File: src/gsp_pkg.sv
// gsp_pkg: shared types, character codes, field numbers and helper functions
// for the gga sentence parser; used by every file under src but gsp_ifs
// depends on nothing
`default_nettype none

package gsp_pkg;

  // fraction digits kept for latitude and longitude, and for altitude
  localparam int COORD_FRAC_DIGITS = 5;
  localparam int ALT_FRAC_DIGITS   = 2;

  // sentences held between the byte parser and the result pipeline
  localparam int QUEUE_DEPTH_DEF = 2;

  // ascii codes the parser reacts to
  localparam logic [7:0] CH_COMMA    = 8'h2C;
  localparam logic [7:0] CH_MINUS    = 8'h2D;
  localparam logic [7:0] CH_POINT    = 8'h2E;
  localparam logic [7:0] CH_ZERO     = 8'h30;
  localparam logic [7:0] CH_NINE     = 8'h39;
  localparam logic [7:0] CH_FIX_GPS  = 8'h31;
  localparam logic [7:0] CH_FIX_DGPS = 8'h32;
  localparam logic [7:0] CH_FIX_EST  = 8'h36;

  // field numbers (comma count)
  localparam logic [3:0] FLD_TIME   = 4'd1;
  localparam logic [3:0] FLD_LAT    = 4'd2;
  localparam logic [3:0] FLD_NS     = 4'd3;
  localparam logic [3:0] FLD_LON    = 4'd4;
  localparam logic [3:0] FLD_EW     = 4'd5;
  localparam logic [3:0] FLD_FIX    = 4'd6;
  localparam logic [3:0] FLD_SATS   = 4'd7;
  localparam logic [3:0] FLD_ALT    = 4'd9;
  localparam logic [3:0] FLD_UNIT   = 4'd10;
  localparam logic [3:0] FLD_MAX    = 4'd15;

  // result status codes
  localparam logic [1:0] ST_OK        = 2'd0;
  localparam logic [1:0] ST_NO_FIX    = 2'd1;
  localparam logic [1:0] ST_SHORT_LAT = 2'd2;

  // saturation limits
  localparam logic [19:0] TIME_MAX    = 20'd999999;
  localparam logic [19:0] SAT_MAX     = 20'd99;
  localparam logic [30:0] LAT_MAX     = 31'h3FFF_FFFF;
  localparam logic [30:0] LON_MAX     = 31'h7FFF_FFFF;
  localparam logic [30:0] ALT_MAX     = 31'h007F_FFFF;
  localparam logic [3:0]  LAT_MIN_LEN = 4'd6;

  // offset register reset value, +05:30
  localparam logic [11:0] UTC_OFFSET_RST = 12'd530;

  // reciprocals of 100 for division by multiply and shift
  localparam logic [20:0] TIME_RECIP  = 21'd1342178;  // ceil(2^27/100)
  localparam int          TIME_SHIFT  = 27;
  localparam logic [13:0] HUND_RECIP  = 14'd10486;    // ceil(2^20/100)
  localparam int          HUND_SHIFT  = 20;
  localparam logic [11:0] OFF_RECIP   = 12'd2622;     // ceil(2^18/100)
  localparam int          OFF_SHIFT   = 18;

  // one finished sentence, as it leaves the byte parser
  typedef struct packed {
    logic [19:0] time_acc;
    logic [29:0] lat_acc;
    logic        lat_short;
    logic [30:0] lon_acc;
    logic [7:0]  ns_letter;
    logic [7:0]  ew_letter;
    logic        fix_ok;
    logic [6:0]  sat_acc;
    logic [22:0] alt_mag;
    logic        alt_neg;
    logic [7:0]  unit_letter;
  } gsp_sent_t;

  // outcome of one character in a fixed-point field
  typedef struct packed {
    logic [30:0] acc;
    logic        seen;
    logic [2:0]  frac;
  } gsp_fix_t;

  // outcome of one character in an integer field
  typedef struct packed {
    logic [19:0] acc;
    logic        seen;
  } gsp_int_t;

  function automatic logic gsp_is_digit(input logic [7:0] c);
    return (c >= CH_ZERO) && (c <= CH_NINE);
  endfunction

  // powers of ten, capped at 10^9
  function automatic logic [29:0] gsp_pow10(input logic [3:0] n);
    logic [29:0] p;
    case (n)
      4'd0:    p = 30'd1;
      4'd1:    p = 30'd10;
      4'd2:    p = 30'd100;
      4'd3:    p = 30'd1000;
      4'd4:    p = 30'd10000;
      4'd5:    p = 30'd100000;
      4'd6:    p = 30'd1000000;
      4'd7:    p = 30'd10000000;
      4'd8:    p = 30'd100000000;
      default: p = 30'd1000000000;
    endcase
    return p;
  endfunction

  // one character of a fixed-point field with scale fraction digits
  function automatic gsp_fix_t gsp_fixed_char(input logic [30:0] acc, input logic [7:0] c,
                                               input logic seen, input logic [2:0] frac,
                                               input logic [2:0] scale,
                                               input logic [30:0] cap);
    gsp_fix_t    r;
    logic [36:0] sum;
    logic [2:0]  fnew;
    r.acc  = acc;
    r.seen = seen;
    r.frac = frac;
    sum    = '0;
    fnew   = frac + 3'd1;
    if (c == CH_POINT) begin
      r.seen = 1'b1;
    end else if (gsp_is_digit(c)) begin
      if (!seen) begin
        sum = (37'(acc) << 3) + (37'(acc) << 1)
            + 37'(c[3:0]) * 37'(gsp_pow10({1'b0, scale}));
        r.acc = (sum > 37'(cap)) ? cap : sum[30:0];
      end else if (frac < scale) begin
        r.frac = fnew;
        sum = 37'(acc) + 37'(c[3:0]) * 37'(gsp_pow10({1'b0, scale - fnew}));
        r.acc = (sum > 37'(cap)) ? cap : sum[30:0];
      end
    end
    return r;
  endfunction

  // one character of an integer field that ends at its first non-digit
  function automatic gsp_int_t gsp_int_char(input logic [19:0] acc, input logic [7:0] c,
                                            input logic seen, input logic [19:0] cap);
    gsp_int_t    r;
    logic [23:0] sum;
    r.acc  = acc;
    r.seen = seen;
    sum    = '0;
    if (!seen) begin
      if (!gsp_is_digit(c)) begin
        r.seen = 1'b1;
      end else begin
        sum   = (24'(acc) << 3) + (24'(acc) << 1) + 24'(c[3:0]);
        r.acc = (sum > 24'(cap)) ? cap : sum[19:0];
      end
    end
    return r;
  endfunction

endpackage

`default_nettype wire

File: src/gsp_ifs.sv
// gsp_ifs: valid/ready channel interfaces of the gga sentence parser
// (sentence bytes in, parsed results out, offset register writes)
// depends on nothing
`default_nettype none

interface gsp_byte_if;
  logic       valid;
  logic       ready;
  logic [7:0] sentence_byte;
  logic       sentence_end;
  modport source (output valid, sentence_byte, sentence_end, input ready);
  modport sink   (input valid, sentence_byte, sentence_end, output ready);
endinterface

interface gsp_result_if;
  logic              valid;
  logic              ready;
  logic [1:0]        status;
  logic signed [6:0] hour;
  logic signed [7:0] minute;
  logic [6:0]        second;
  logic [29:0]       latitude;
  logic [7:0]        north_south;
  logic [30:0]       longitude;
  logic [7:0]        east_west;
  logic [6:0]        satellites;
  logic signed [23:0] altitude;
  logic [7:0]        altitude_unit;
  modport source (output valid, status, hour, minute, second, latitude, north_south,
                  longitude, east_west, satellites, altitude, altitude_unit,
                  input ready);
  modport sink   (input valid, status, hour, minute, second, latitude, north_south,
                  longitude, east_west, satellites, altitude, altitude_unit,
                  output ready);
endinterface

interface gsp_cfg_if;
  logic               valid;
  logic               ready;
  logic signed [11:0] utc_offset_hhmm;
  modport source (output valid, utc_offset_hhmm, input ready);
  modport sink   (input valid, utc_offset_hhmm, output ready);
endinterface

`default_nettype wire

File: src/gga_sentence_parser.sv
// gga_sentence_parser: top level of the gga position sentence parser
// depends on gsp_pkg, gsp_ifs, gsp_front, gsp_queue and gsp_back
//
// usage
//   in_if  : one sentence character a beat, sentence_end marks the last one
//   out_if : one parsed result for every sentence, with status, local time,
//            coordinates, hemispheres, satellites and altitude
//   cfg_if : writes the signed hhmm utc offset; always ready, write it only
//            while no sentence is in flight
// throughput: one byte every cycle while the queue is not full; a sentence of
//   any length, even a single byte, yields its result with no bubble, so results
//   can also leave one a cycle while the receiver is ready
// path: the last byte's sentence enters the queue, then the hhmm split, hours
//   and seconds split, and offset and status stage registers hold it in turn
// stall: a stalled receiver holds the result register; up to QUEUE_DEPTH
//   further sentences wait in the queue, and in_if.ready drops only when it
//   is full
// reset: rst_n low clears the sentence state, the queue and the pipeline,
//   and sets the offset to +05:30
`default_nettype none

module gga_sentence_parser #(
  parameter int QUEUE_DEPTH = gsp_pkg::QUEUE_DEPTH_DEF
) (
  input  wire logic    clk,
  input  wire logic    rst_n,
  gsp_byte_if.sink     in_if,
  gsp_result_if.source out_if,
  gsp_cfg_if.sink      cfg_if
);

  logic               q_push, q_full, q_pop, q_valid;
  gsp_pkg::gsp_sent_t q_wdata, q_rdata;

  // byte parser
  gsp_front u_front (
    .clk    (clk),
    .rst_n  (rst_n),
    .in_if  (in_if),
    .q_full (q_full),
    .q_push (q_push),
    .q_data (q_wdata)
  );

  // sentence queue
  gsp_queue #(
    .DEPTH (QUEUE_DEPTH)
  ) u_queue (
    .clk        (clk),
    .rst_n      (rst_n),
    .push       (q_push),
    .push_data  (q_wdata),
    .full       (q_full),
    .pop        (q_pop),
    .head_valid (q_valid),
    .head_data  (q_rdata)
  );

  // result pipeline
  gsp_back u_back (
    .clk     (clk),
    .rst_n   (rst_n),
    .cfg_if  (cfg_if),
    .out_if  (out_if),
    .q_valid (q_valid),
    .q_data  (q_rdata),
    .q_pop   (q_pop)
  );

endmodule

`default_nettype wire

File: src/gsp_front.sv
// gsp_front: byte parser; counts fields, builds the values digit by digit and
// hands each finished sentence to the queue
// depends on gsp_pkg and gsp_ifs
`default_nettype none

module gsp_front (
  input  wire logic          clk,
  input  wire logic          rst_n,
  gsp_byte_if.sink           in_if,
  input  wire logic          q_full,
  output logic               q_push,
  output gsp_pkg::gsp_sent_t q_data
);

  logic [3:0]  fld_r,    fld_nxt;
  logic [19:0] time_r,   time_nxt;
  logic [29:0] lat_r,    lat_nxt;
  logic [3:0]  latlen_r, latlen_nxt;
  logic [30:0] lon_r,    lon_nxt;
  logic [2:0]  frac_r,   frac_nxt;
  logic        seen_r,   seen_nxt;
  logic [7:0]  ns_r,     ns_nxt;
  logic [7:0]  ew_r,     ew_nxt;
  logic        fix_r,    fix_nxt;
  logic [6:0]  sat_r,    sat_nxt;
  logic [22:0] alt_r,    alt_nxt;
  logic        neg_r,    neg_nxt;
  logic [7:0]  unit_r,   unit_nxt;

  logic       beat;
  logic [7:0] c;

  assign in_if.ready = !q_full;
  assign beat        = in_if.valid && in_if.ready;
  assign c           = in_if.sentence_byte;
  assign q_push      = beat && in_if.sentence_end;

  // per-character update of the sentence state
  always_comb begin
    gsp_pkg::gsp_fix_t fx;
    gsp_pkg::gsp_int_t ic;
    fx         = '0;
    ic         = '0;
    fld_nxt    = fld_r;
    time_nxt   = time_r;
    lat_nxt    = lat_r;
    latlen_nxt = latlen_r;
    lon_nxt    = lon_r;
    frac_nxt   = frac_r;
    seen_nxt   = seen_r;
    ns_nxt     = ns_r;
    ew_nxt     = ew_r;
    fix_nxt    = fix_r;
    sat_nxt    = sat_r;
    alt_nxt    = alt_r;
    neg_nxt    = neg_r;
    unit_nxt   = unit_r;
    if (c == gsp_pkg::CH_COMMA) begin
      if (fld_r != gsp_pkg::FLD_MAX) fld_nxt = fld_r + 4'd1;
      seen_nxt = 1'b0;
      frac_nxt = '0;
    end else begin
      case (fld_r)
        gsp_pkg::FLD_TIME: begin
          ic = gsp_pkg::gsp_int_char(time_r, c, seen_r, gsp_pkg::TIME_MAX);
          time_nxt = ic.acc;
          seen_nxt = ic.seen;
        end
        gsp_pkg::FLD_LAT: begin
          if (latlen_r != gsp_pkg::FLD_MAX) latlen_nxt = latlen_r + 4'd1;
          fx = gsp_pkg::gsp_fixed_char({1'b0, lat_r}, c, seen_r, frac_r,
                                       3'(gsp_pkg::COORD_FRAC_DIGITS), gsp_pkg::LAT_MAX);
          lat_nxt  = fx.acc[29:0];
          seen_nxt = fx.seen;
          frac_nxt = fx.frac;
        end
        gsp_pkg::FLD_NS: begin
          if (!seen_r) begin
            ns_nxt   = c;
            seen_nxt = 1'b1;
          end
        end
        gsp_pkg::FLD_LON: begin
          fx = gsp_pkg::gsp_fixed_char(lon_r, c, seen_r, frac_r,
                                       3'(gsp_pkg::COORD_FRAC_DIGITS), gsp_pkg::LON_MAX);
          lon_nxt  = fx.acc;
          seen_nxt = fx.seen;
          frac_nxt = fx.frac;
        end
        gsp_pkg::FLD_EW: begin
          if (!seen_r) begin
            ew_nxt   = c;
            seen_nxt = 1'b1;
          end
        end
        gsp_pkg::FLD_FIX: begin
          if (!seen_r) begin
            fix_nxt  = c inside {gsp_pkg::CH_FIX_GPS, gsp_pkg::CH_FIX_DGPS,
                                 gsp_pkg::CH_FIX_EST};
            seen_nxt = 1'b1;
          end
        end
        gsp_pkg::FLD_SATS: begin
          ic = gsp_pkg::gsp_int_char({13'd0, sat_r}, c, seen_r, gsp_pkg::SAT_MAX);
          sat_nxt  = ic.acc[6:0];
          seen_nxt = ic.seen;
        end
        gsp_pkg::FLD_ALT: begin
          if ((c == gsp_pkg::CH_MINUS) && !seen_r && (alt_r == '0)) begin
            neg_nxt = 1'b1;
          end else begin
            fx = gsp_pkg::gsp_fixed_char({8'd0, alt_r}, c, seen_r, frac_r,
                                         3'(gsp_pkg::ALT_FRAC_DIGITS), gsp_pkg::ALT_MAX);
            alt_nxt  = fx.acc[22:0];
            seen_nxt = fx.seen;
            frac_nxt = fx.frac;
          end
        end
        gsp_pkg::FLD_UNIT: begin
          if (!seen_r) begin
            unit_nxt = c;
            seen_nxt = 1'b1;
          end
        end
        default: ;
      endcase
    end
  end

  // finished sentence, including its last byte
  always_comb begin
    q_data.time_acc    = time_nxt;
    q_data.lat_acc     = lat_nxt;
    q_data.lat_short   = latlen_nxt < gsp_pkg::LAT_MIN_LEN;
    q_data.lon_acc     = lon_nxt;
    q_data.ns_letter   = ns_nxt;
    q_data.ew_letter   = ew_nxt;
    q_data.fix_ok      = fix_nxt;
    q_data.sat_acc     = sat_nxt;
    q_data.alt_mag     = alt_nxt;
    q_data.alt_neg     = neg_nxt;
    q_data.unit_letter = unit_nxt;
  end

  // sentence state, cleared at reset and after every last byte
  always_ff @(posedge clk) begin
    if (!rst_n || q_push) begin
      fld_r    <= '0;
      time_r   <= '0;
      lat_r    <= '0;
      latlen_r <= '0;
      lon_r    <= '0;
      frac_r   <= '0;
      seen_r   <= 1'b0;
      ns_r     <= '0;
      ew_r     <= '0;
      fix_r    <= 1'b0;
      sat_r    <= '0;
      alt_r    <= '0;
      neg_r    <= 1'b0;
      unit_r   <= '0;
    end else if (beat) begin
      fld_r    <= fld_nxt;
      time_r   <= time_nxt;
      lat_r    <= lat_nxt;
      latlen_r <= latlen_nxt;
      lon_r    <= lon_nxt;
      frac_r   <= frac_nxt;
      seen_r   <= seen_nxt;
      ns_r     <= ns_nxt;
      ew_r     <= ew_nxt;
      fix_r    <= fix_nxt;
      sat_r    <= sat_nxt;
      alt_r    <= alt_nxt;
      neg_r    <= neg_nxt;
      unit_r   <= unit_nxt;
    end
  end

endmodule

`default_nettype wire

File: src/gsp_queue.sv
// gsp_queue: small register fifo of finished sentences between the byte
// parser and the result pipeline
// depends on gsp_pkg
`default_nettype none

module gsp_queue #(
  parameter int DEPTH = gsp_pkg::QUEUE_DEPTH_DEF
) (
  input  wire logic               clk,
  input  wire logic               rst_n,
  input  wire logic               push,
  input  wire gsp_pkg::gsp_sent_t push_data,
  output logic                    full,
  input  wire logic               pop,
  output logic                    head_valid,
  output gsp_pkg::gsp_sent_t      head_data
);

  localparam int PW = (DEPTH > 1) ? $clog2(DEPTH) : 1;
  localparam int CW = $clog2(DEPTH + 1);

  gsp_pkg::gsp_sent_t mem [DEPTH];

  logic [PW-1:0] wr_r, wr_nxt;
  logic [PW-1:0] rd_r, rd_nxt;
  logic [CW-1:0] cnt_r, cnt_nxt;
  logic          do_push, do_pop;

  assign full       = (cnt_r == CW'(DEPTH));
  assign head_valid = (cnt_r != '0);
  assign head_data  = mem[rd_r];
  assign do_push    = push && !full;
  assign do_pop     = pop && head_valid;

  // pointer and fill count update
  always_comb begin
    wr_nxt  = wr_r;
    rd_nxt  = rd_r;
    cnt_nxt = cnt_r;
    if (do_push) wr_nxt = (wr_r == PW'(DEPTH - 1)) ? '0 : wr_r + 1'b1;
    if (do_pop)  rd_nxt = (rd_r == PW'(DEPTH - 1)) ? '0 : rd_r + 1'b1;
    if (do_push && !do_pop) cnt_nxt = cnt_r + 1'b1;
    else if (do_pop && !do_push) cnt_nxt = cnt_r - 1'b1;
  end

  always_ff @(posedge clk) begin
    if (!rst_n) begin
      wr_r  <= '0;
      rd_r  <= '0;
      cnt_r <= '0;
    end else begin
      wr_r  <= wr_nxt;
      rd_r  <= rd_nxt;
      cnt_r <= cnt_nxt;
    end
  end

  // entry storage
  always_ff @(posedge clk) begin
    if (do_push) mem[wr_r] <= push_data;
  end

endmodule

`default_nettype wire

File: src/gsp_back.sv
// gsp_back: result pipeline; splits hhmmss, applies the utc offset, forms the
// status and drives the result register; holds the offset register
// depends on gsp_pkg and gsp_ifs
`default_nettype none

module gsp_back (
  input  wire logic               clk,
  input  wire logic               rst_n,
  gsp_cfg_if.sink                 cfg_if,
  gsp_result_if.source            out_if,
  input  wire logic               q_valid,
  input  wire gsp_pkg::gsp_sent_t q_data,
  output logic                    q_pop
);

  // offset register and its hour / minute parts
  logic signed [11:0] offset_r;
  logic signed [5:0]  offh_r, offh_nxt;
  logic signed [7:0]  offm_r, offm_nxt;
  logic [11:0]        off_mag;
  logic [23:0]        off_prod;
  logic [4:0]         off_q;
  logic [11:0]        off_rem;

  // pipeline registers
  logic               v1_r, v2_r, v3_r;
  logic               en1, en2, en3;
  logic [13:0]        s1_q_r;
  gsp_pkg::gsp_sent_t s1_d_r;
  logic [13:0]        s2_q_r;
  logic [6:0]         s2_hh_r;
  logic [6:0]         s2_ss_r;
  gsp_pkg::gsp_sent_t s2_d_r;

  logic [40:0]        t_prod;
  logic [19:0]        ss_full;
  logic [27:0]        hh_prod;
  logic [13:0]        mm_full;
  logic signed [7:0]  h_sum;
  logic signed [8:0]  m_sum;
  logic [6:0]         hour_sat;
  logic [7:0]         min_sat;
  logic [23:0]        alt_val;

  // result register
  logic [1:0]  st_r;
  logic [6:0]  hour_r;
  logic [7:0]  min_r;
  logic [6:0]  sec_r;
  logic [29:0] lat_r;
  logic [7:0]  ns_r;
  logic [30:0] lon_r;
  logic [7:0]  ew_r;
  logic [6:0]  sat_r;
  logic [23:0] alt_r;
  logic [7:0]  unit_r;

  assign cfg_if.ready = 1'b1;

  // offset/100 and offset%100, truncated toward zero
  always_comb begin
    off_mag  = offset_r[11] ? 12'(-offset_r) : offset_r;
    off_prod = 24'(off_mag) * 24'(gsp_pkg::OFF_RECIP);
    off_q    = off_prod[gsp_pkg::OFF_SHIFT +: 5];
    off_rem  = off_mag - 12'(off_q) * 12'd100;
    offh_nxt = offset_r[11] ? -$signed({1'b0, off_q}) : $signed({1'b0, off_q});
    offm_nxt = offset_r[11] ? -$signed({1'b0, off_rem[6:0]}) : $signed({1'b0, off_rem[6:0]});
  end

  always_ff @(posedge clk) begin
    if (!rst_n) begin
      offset_r <= gsp_pkg::UTC_OFFSET_RST;
      offh_r   <= 6'sd5;
      offm_r   <= 8'sd30;
    end else begin
      if (cfg_if.valid && cfg_if.ready) offset_r <= cfg_if.utc_offset_hhmm;
      offh_r <= offh_nxt;
      offm_r <= offm_nxt;
    end
  end

  // stage enables, each stage moves when the next one has room
  assign en3   = !v3_r || out_if.ready;
  assign en2   = !v2_r || en3;
  assign en1   = !v1_r || en2;
  assign q_pop = q_valid && en1;

  always_ff @(posedge clk) begin
    if (!rst_n) begin
      v1_r <= 1'b0;
      v2_r <= 1'b0;
      v3_r <= 1'b0;
    end else begin
      if (en1) v1_r <= q_valid;
      if (en2) v2_r <= v1_r;
      if (en3) v3_r <= v2_r;
    end
  end

  // stage 1: hhmm = hhmmss / 100
  assign t_prod = 41'(q_data.time_acc) * 41'(gsp_pkg::TIME_RECIP);

  always_ff @(posedge clk) begin
    if (en1) begin
      s1_q_r <= t_prod[gsp_pkg::TIME_SHIFT +: 14];
      s1_d_r <= q_data;
    end
  end

  // stage 2: seconds and hh = hhmm / 100
  assign ss_full = s1_d_r.time_acc - 20'(s1_q_r) * 20'd100;
  assign hh_prod = 28'(s1_q_r) * 28'(gsp_pkg::HUND_RECIP);

  always_ff @(posedge clk) begin
    if (en2) begin
      s2_q_r  <= s1_q_r;
      s2_hh_r <= hh_prod[gsp_pkg::HUND_SHIFT +: 7];
      s2_ss_r <= ss_full[6:0];
      s2_d_r  <= s1_d_r;
    end
  end

  // stage 3: minutes, offset, saturation, status
  always_comb begin
    mm_full = s2_q_r - 14'(s2_hh_r) * 14'd100;
    h_sum   = $signed({1'b0, s2_hh_r}) + 8'(offh_r);
    m_sum   = $signed({2'b0, mm_full[6:0]}) + 9'(offm_r);
    if (h_sum > 8'sd63)        hour_sat = 7'h3F;
    else if (h_sum < -8'sd64)  hour_sat = 7'h40;
    else                       hour_sat = h_sum[6:0];
    if (m_sum > 9'sd127)       min_sat = 8'h7F;
    else if (m_sum < -9'sd128) min_sat = 8'h80;
    else                       min_sat = m_sum[7:0];
    alt_val = s2_d_r.alt_neg ? -{1'b0, s2_d_r.alt_mag} : {1'b0, s2_d_r.alt_mag};
  end

  always_ff @(posedge clk) begin
    if (en3) begin
      st_r   <= gsp_pkg::ST_OK;
      hour_r <= '0;
      min_r  <= '0;
      sec_r  <= '0;
      lat_r  <= '0;
      ns_r   <= '0;
      lon_r  <= '0;
      ew_r   <= '0;
      sat_r  <= '0;
      alt_r  <= '0;
      unit_r <= '0;
      if (!s2_d_r.fix_ok) begin
        st_r <= gsp_pkg::ST_NO_FIX;
      end else begin
        hour_r <= hour_sat;
        min_r  <= min_sat;
        sec_r  <= s2_ss_r;
        if (s2_d_r.lat_short) begin
          st_r <= gsp_pkg::ST_SHORT_LAT;
        end else begin
          lat_r  <= s2_d_r.lat_acc;
          ns_r   <= s2_d_r.ns_letter;
          lon_r  <= s2_d_r.lon_acc;
          ew_r   <= s2_d_r.ew_letter;
          sat_r  <= s2_d_r.sat_acc;
          alt_r  <= alt_val;
          unit_r <= s2_d_r.unit_letter;
        end
      end
    end
  end

  assign out_if.valid         = v3_r;
  assign out_if.status        = st_r;
  assign out_if.hour          = hour_r;
  assign out_if.minute        = min_r;
  assign out_if.second        = sec_r;
  assign out_if.latitude      = lat_r;
  assign out_if.north_south   = ns_r;
  assign out_if.longitude     = lon_r;
  assign out_if.east_west     = ew_r;
  assign out_if.satellites    = sat_r;
  assign out_if.altitude      = alt_r;
  assign out_if.altitude_unit = unit_r;

endmodule

`default_nettype wire

File: src/flat_wrapper.sv
// flat-port wrapper written by rule: the top's interface ports become plain ports
module gga_sentence_parser_flat 
#(
  parameter int QUEUE_DEPTH = gsp_pkg::QUEUE_DEPTH_DEF
)
  (clk, rst_n, in_if_valid, in_if_sentence_byte, in_if_sentence_end, in_if_ready, out_if_valid, out_if_status, out_if_hour, out_if_minute, out_if_second, out_if_latitude, out_if_north_south, out_if_longitude, out_if_east_west, out_if_satellites, out_if_altitude, out_if_altitude_unit, out_if_ready, cfg_if_valid, cfg_if_utc_offset_hhmm, cfg_if_ready);
  gsp_byte_if in_if_i ();
  gsp_result_if out_if_i ();
  gsp_cfg_if cfg_if_i ();
  input  wire logic clk;
  input  wire logic rst_n;
  input wire logic [$bits(in_if_i.valid)-1:0] in_if_valid;
  input wire logic [$bits(in_if_i.sentence_byte)-1:0] in_if_sentence_byte;
  input wire logic [$bits(in_if_i.sentence_end)-1:0] in_if_sentence_end;
  output wire logic [$bits(in_if_i.ready)-1:0] in_if_ready;
  output wire logic [$bits(out_if_i.valid)-1:0] out_if_valid;
  output wire logic [$bits(out_if_i.status)-1:0] out_if_status;
  output wire logic [$bits(out_if_i.hour)-1:0] out_if_hour;
  output wire logic [$bits(out_if_i.minute)-1:0] out_if_minute;
  output wire logic [$bits(out_if_i.second)-1:0] out_if_second;
  output wire logic [$bits(out_if_i.latitude)-1:0] out_if_latitude;
  output wire logic [$bits(out_if_i.north_south)-1:0] out_if_north_south;
  output wire logic [$bits(out_if_i.longitude)-1:0] out_if_longitude;
  output wire logic [$bits(out_if_i.east_west)-1:0] out_if_east_west;
  output wire logic [$bits(out_if_i.satellites)-1:0] out_if_satellites;
  output wire logic [$bits(out_if_i.altitude)-1:0] out_if_altitude;
  output wire logic [$bits(out_if_i.altitude_unit)-1:0] out_if_altitude_unit;
  input wire logic [$bits(out_if_i.ready)-1:0] out_if_ready;
  input wire logic [$bits(cfg_if_i.valid)-1:0] cfg_if_valid;
  input wire logic [$bits(cfg_if_i.utc_offset_hhmm)-1:0] cfg_if_utc_offset_hhmm;
  output wire logic [$bits(cfg_if_i.ready)-1:0] cfg_if_ready;
  assign in_if_i.valid = in_if_valid;
  assign in_if_i.sentence_byte = in_if_sentence_byte;
  assign in_if_i.sentence_end = in_if_sentence_end;
  assign in_if_ready = in_if_i.ready;
  assign out_if_valid = out_if_i.valid;
  assign out_if_status = out_if_i.status;
  assign out_if_hour = out_if_i.hour;
  assign out_if_minute = out_if_i.minute;
  assign out_if_second = out_if_i.second;
  assign out_if_latitude = out_if_i.latitude;
  assign out_if_north_south = out_if_i.north_south;
  assign out_if_longitude = out_if_i.longitude;
  assign out_if_east_west = out_if_i.east_west;
  assign out_if_satellites = out_if_i.satellites;
  assign out_if_altitude = out_if_i.altitude;
  assign out_if_altitude_unit = out_if_i.altitude_unit;
  assign out_if_i.ready = out_if_ready;
  assign cfg_if_i.valid = cfg_if_valid;
  assign cfg_if_i.utc_offset_hhmm = cfg_if_utc_offset_hhmm;
  assign cfg_if_ready = cfg_if_i.ready;
  gga_sentence_parser #(.QUEUE_DEPTH(QUEUE_DEPTH)) u_core (.clk(clk), .rst_n(rst_n), .in_if(in_if_i), .out_if(out_if_i), .cfg_if(cfg_if_i));
endmodule
File: config.mk
export PLATFORM = sky130hd
export DESIGN_NAME = gga_sentence_parser_flat
export DESIGN_NICKNAME = d
export VERILOG_FILES = /design/src/gsp_pkg.sv /design/src/gsp_ifs.sv /design/src/gga_sentence_parser.sv /design/src/gsp_front.sv /design/src/gsp_queue.sv /design/src/gsp_back.sv /design/src/flat_wrapper.sv
export SDC_FILE = /design/constraint.sdc
export NUM_CORES = 2
export LEC_CHECK = 0
export ABC_AREA = 1
export BUFFER_PORTS_ARGS = -buffer_cell sky130_fd_sc_hd__buf_2
export CAP_MARGIN = 20
export CORE_MARGIN = 5
export CORE_UTILIZATION = 40
export DETAILED_ROUTE_END_ITERATION = 8
export GPL_TIMING_DRIVEN = 0
export PLACE_DENSITY = 0.66
export SETUP_SLACK_MARGIN = 0.4
export SYNTH_ARGS = -nofsm -noshare
export SYNTH_HDL_FRONTEND = slang
export SYNTH_SLANG_ARGS = --single-unit
File: constraint.sdc
create_clock -name clk -period 22.4 [get_ports clk]
set_input_delay 2.24 -clock clk [delete_from_list [all_inputs] [get_ports clk]]
set_output_delay 2.24 -clock clk [all_outputs]
set_load 0.03 [all_outputs]
# Word level (Yosys, flattened, before mapping)
# Memory sizes are Yosys's and may differ from the RTL's. A register that Yosys moved wholly into a read port is not among the register bits.
# Cells that the tools add are included.
# totals
romBits	504
n_memories	4
word_cells	313
ff_bits	600
mem_bits_rw	276
output_inout_bits	143
inputBits	26
# mem_list
memory	depth	width	rd	rd_ports_with_merged_regs	wr	line_no	text
u_core.u_queue.mem	2	138	1	1	1	gsp_queue.sv:22	gsp_pkg::gsp_sent_t mem [DEPTH];
(name not given)	8	21	1	0	0	gsp_pkg.sv:96	case (n)
(name not given)	8	21	1	0	0	gsp_pkg.sv:96	
(name not given)	8	21	1	0	0	gsp_pkg.sv:96	
# classes
reduce_logical	38
order_cmp	17
multipliers	12
bitwise_logic	2
n_mux	118
eq_ne	27
n_addsub	31
# op_table
op	count
30-bit two-way mux	40
31-bit two-way mux	8
23-bit two-way mux	10
4-bit by 30-bit multiplier with 34-bit output	6
8-bit two-way mux	11
20-bit two-way mux	4
35-bit by 23-bit > comparator with 1-bit output, second input constant	2
35-bit by 30-bit > comparator with 1-bit output, second input constant	2
7-bit two-way mux	7
8-bit by 6-bit == test with 1-bit output, second input constant	6
20-bit by 20-bit multiplier with 40-bit output, second input constant	1
35-bit by 34-bit adder with 36-bit output	1
36-bit by 31-bit > comparator with 1-bit output, second input constant	1
23-bit by 34-bit adder with 35-bit output	1
27-bit by 34-bit adder with 35-bit output	1
30-bit by 34-bit adder with 35-bit output	1
31-bit by 34-bit adder with 35-bit output	1
34-bit by 32-bit adder with 35-bit output	1
34-bit by 34-bit adder with 35-bit output	1
35-bit by 31-bit > comparator with 1-bit output, second input constant	1
33-bit by 31-bit adder with 34-bit output	1
3-bit two-way mux	10
26-bit by 24-bit adder with 27-bit output	1
14-bit by 13-bit multiplier with 26-bit output, second input constant	1
64 further kinds	126

# Logic depth before layout (Yosys ltp)
# An unclocked memory read counts as a cell.
# logic_depth
depth_word	21
ltp_mapped	39
depth_no_buf	39

# Cells and area by module
# A second synthesis with hierarchy kept.
# hier_totals
hier_cells	7979
hier_area_um2	70769.1
# by_module_without_submodules
mod	area_per_inst_um2	n_inst	cells_each	seq_area_each_um2
gsp_front	30439.2	1	4915	2982.9
gsp_back	30083.9	1	2598	13132.6
gsp_queue	10246.1	1	466	8388.0

# Worst setup path after synthesis
# Ideal clock, no wire load.
# synth_path
path_kind	input port to flip-flop
startpoint	in out_if_ready
endpoint	reg u_core.u_queue.cnt_r[1]
arrival_time_ps	10390
stages	10
path_slack_ps	11888
setup_time_ps	122
path_buffers	0
t_required_ps	22278
cell_sequence	inv_1 > nand2_1 > nor2_1 > nand2_1 > o21ai_0 > ha_1 > a21oi_1 > o21ai_0 > o21ai_0 > a21oi_1
# synth_between
elab_chain_len	8
word_cells_on_any_way	10
cone_classes	mux: 1; reduce/logical: 9
# synth_rtl
element	line_no	text
start: declaration	flat_wrapper.sv:28	input wire logic [$bits(out_if_i.ready)-1:0] out_if_ready;
1-bit logical OR (*)	gsp_back.sv:83	assign en3 = !v3_r || out_if.ready;
named net u_core.u_back.en3	gsp_back.sv:27	logic en1, en2, en3;
1-bit logical OR (*)	gsp_back.sv:84	assign en2 = !v2_r || en3;
1-bit logical OR (*)	gsp_back.sv:85	assign en1 = !v1_r || en2;
1-bit logical AND (*)	gsp_back.sv:86	assign q_pop = q_valid && en1;
1-bit logical AND (*)	gsp_queue.sv:33	assign do_pop = pop && head_valid;
1-bit logical NOT	gsp_queue.sv:42	if (do_push && !do_pop) cnt_nxt = cnt_r + 1'b1;
1-bit logical AND	gsp_queue.sv:42	
2-bit two-way mux / 2-bit nonzero test (equally long branches)	-	
end signal: assignment	gsp_queue.sv:54	cnt_r <= cnt_nxt;
end: declaration	gsp_queue.sv:26	logic [CW-1:0] cnt_r, cnt_nxt;
# The timed path passes the listed nets; every way through them passes the cells marked *.
# A chain may end at the register's enable or synchronous reset.

==> results summary <==
The flow ran to the end, and the final reports show no timing, DRC or antenna violations. The count of port buffers added during placement came out at 166. The global route total overflow is 0.

The mean post-synth cell area is 8.858 um2. Setup repair after global routing left no endpoint under its margin. Gates resized during post-CTS repair numbered 0.

The data arrival at the endpoint of the critical path came out at roughly 9500 ps. The cell area that synthesis handed to floorplanning was 70,200 um2. The number of buffers inserted by hold repair at cts came out at 0. CTS placed an instance of clkbuf_16 at the clock tree root. In the synthesized netlist the dominant register cell turns out to be edfxtp_1. The die span in x is between 400 and 500 um.

After synthesis, the most frequently instantiated cells are 1,516 x inv_1, 1,367 x nand2_1, 832 x ha_1. The critical path launch point type is a flip-flop. The family of cells with the greatest summed delay on the critical path is adder cells.

Max-cap violations in this run came to 0. The detailed-route via count came out at 55,049. The count of endpoints failing hold in the final timing report is 0. The share of synthesized area occupied by flip-flops and latches came out at 0.3490.

The synthesized netlist contains 57 unique library cells. For this run, the total global-route usage over all layers was measured as 0.2246. The pin slew with the least headroom to its limit is 1287 ps. The initial utilization of the core area, before any placement, comes to 0.4030. The final critical-path required period is 9054 ps. The count of yosys warnings during synthesis came out at 0. The finished cells cover ~77,000 um2.

Setup violations remaining at the end of the flow were counted as 0. The highest net fanout along the worst path is 10. The detail-routed via count per cell came out at 5.188. The length of the first detailed-routing pass in iterations came out at 6. The area fraction of the dominant cell type after synthesis came out at 0.2968. The upper clock frequency limit came out at 0.1104 GHz.

In this run the cell area measured after placement is 74,380 um2. STA classifies the critical path endpoint as a flip-flop. Clock-pin slew was measured on the worst setup and hold paths at approximately 60 ps. For this run, the slowest stage of the critical path takes 690 ps. The max-slew violation count came out at 0. The data required time at the worst endpoint is 22,850 ps. The maximum clock path buffer count is 3. The clock insertion delay at the later pin of the skew report came out at 750 ps. The number of antenna violations at the first check in global routing came out at 5. The via count of the first global-routing pass is approximately 55,000.

The routed length per instance came out at 19.87 um. The vertical extent of the die is between 400 and 500 um. The synthesized design spends more area on one cell type than any other, namely edfxtp_1.

The setup TNS is 0 ps. The number of flops mapped to enable cells by yosys came out at 694. The relative max-transition margin is 0.1417. Counting every net in the synthesized netlist gives 9,235. In the synthesized netlist, the number of instances is approximately 7,900. By area the synthesized netlist is led by edfxtp_1 30%, ha_1 15%, fa_1 13%. The H-tree depth reported by CTS came out at 3. TritonCTS built the clock tree.

The number of buffers added by the clock tree synthesis step is 90. The layout overhead on the synthesized area came out at 10.31%. The total clock sinks came out at 877. The area of the core is 174,200 um2.

The synthesized flop and latch total is 877. The number of remaining DRC errors came out at 0. The standard-cell row count came out at 153.

The fraction of final layout cells sized beyond drive strength 1 is 0.07509. The placed wire-length estimate is 173,200 um. The most numerous cell type found on the critical path is fa_1.

The share of async-settable or async-resettable flops after synthesis is 0. The total die area is 184,000 um2. The routability congestion estimate is 1.001. The min-delay analysis places its worst path in the category reg2reg. The boundary pin count is 169. The period utilization is 0.4042. The dominant cell by count in the synthesized netlist is inv_1.

The remaining antenna violation count came out at 0. The overall routed net length came out at 210,900 um. The setup path with the least slack is of type reg2reg.

For this block, the initial DRC count from the detailed router was around 4,300. The first global-routing pass estimated 321,700 um of wire. Once the clock tree was built, the setup fixing pass inserted 0 buffers. The clock skew after layout is 51.02 ps.

Entering global routing, the biggest net connects 73 pins. The critical path's slowest cell is clkbuf_2. The number of buffer and inverter instances along the worst setup path came out at 7. The number of filler cells placed in the layout is 16,838. The number of nets in the finished design is 9,515.
[layer usage]
| layer | global-route usage | vias up | part of all wire |
|---|---|---|---|
| met1 | 0.2994 | 26658 | 0.43 |
| met4 | 0.07889 | 2 | 0.037 |
| met2 | 0.3767 | 1698 | 0.47 |
| met3 | 0.02935 | 315 | 0.062 |
| met5 | 0 | - | 0.000043 |
| li1 | - | 26376 | - |
[flip-flops by register name (all words and copies together), names as in the netlist, 12 cells and up, named ones only]
| register | flops |
|---|---|
| u_core.u_front.lon_r | 31 |
| u_core.u_back.s1_q_r | 14 |
| u_core.u_front.lat_r | 30 |
| u_core.u_back.offset_r | 12 |
| u_core.u_back.out_if.latitude | 30 |
| u_core.u_front.alt_r | 23 |
| u_core.u_back.s1_d_r | 125 |
| u_core.u_back.out_if.altitude | 24 |
| u_core.u_queue.mem | 276 |
| u_core.u_back.out_if.longitude | 31 |
| u_core.u_front.time_r | 20 |
| u_core.u_back.s2_d_r | 118 |
[per-stage QoR]
stage	instances	hold WS [ps]	utilization	setup slack, ps
5_1_grt	10610	423.4	0.4445	12900
6_report	10611	413.7	0.4445	13350
3_5_place_dp	10438	404.5	0.4269	12950
4_1_cts	10607	409.6	0.4444	13250
2_1_floorplan	7926	400.3	-	11890
3_3_place_gp	10417	402.5	0.4245	7717
[area by class of cell]
| class | count | area, um2 | area share |
|---|---|---|---|
| well taps | 2325 | 2909 | 0.03756 |
| multi-input cells | 5341 | 39260 | 0.5070 |
| plain buffers | 173 | 713.2 | 0.009209 |
| inverters | 1535 | 5767 | 0.07447 |
| clock buffers | 109 | 2344 | 0.03026 |
| flip-flops and latches | 877 | 24500 | 0.3164 |
| diodes | 3 | 7.507 | 0.00009694 |
| repair buffers | 188 | 1236 | 0.01596 |
| clock inverters | 60 | 700.7 | 0.009048 |
[cells in the final DEF, fill, tap and decap left out, drive strengths merged, types with 21 or more instances in the layout]
cell type,count
clkinv,41
mux2,126
fa,451
inv,1538
nor3,55
o21ai,433
buf,227
a21oi,659
dfxtp,183
nand4,67
nor2,675
xor2,77
ha,832
xnor2,44
or2,34
a21o,21
edfxtp,694
nand3,343
nand2,1389
clkbuf,242
[logic make-up (layout without fill, tap and decap cells)]
family,count (synthesis),after routing,synth area share
buffers and inverters,1708,2065,0.09221
adders and majority gates,1283,1283,0.2769
DFF,877,877,0.3490
xor gates and xnor gates,121,121,0.01510
AOI/OAI and AO/OA,1193,1193,0.08936
muxes,126,126,0.02021
and+or+nand+nor,2617,2617,0.1572
other,1,4,0.00005342
[path summary, 6_finish.rpt]
| path | start | end | slack [ps] | cells after the start |
|---|---|---|---|---|
| setup / recovery | flip-flop | u_core.u_back.s1_q_r[13]$_DFFE_PN_ | 13350 | 27 |
| hold / removal | u_core.u_back.s1_d_r[68]$_DFFE_PN_ | u_core.u_back.s2_d_r[68]$_DFFE_PP_ | 410 | 0 |
| setup reg to reg | flip-flop | u_core.u_back.s1_q_r[13]$_DFFE_PN_ | 13350 | 27 |
| hold reg to reg | u_core.u_back.s1_d_r[68]$_DFFE_PN_ | u_core.u_back.s2_d_r[68]$_DFFE_PP_ | 410 | 0 |
Power is left out: the tool's default activity adds up to more than one toggle a clock period on the data nets, which glitch-free logic cannot reach.
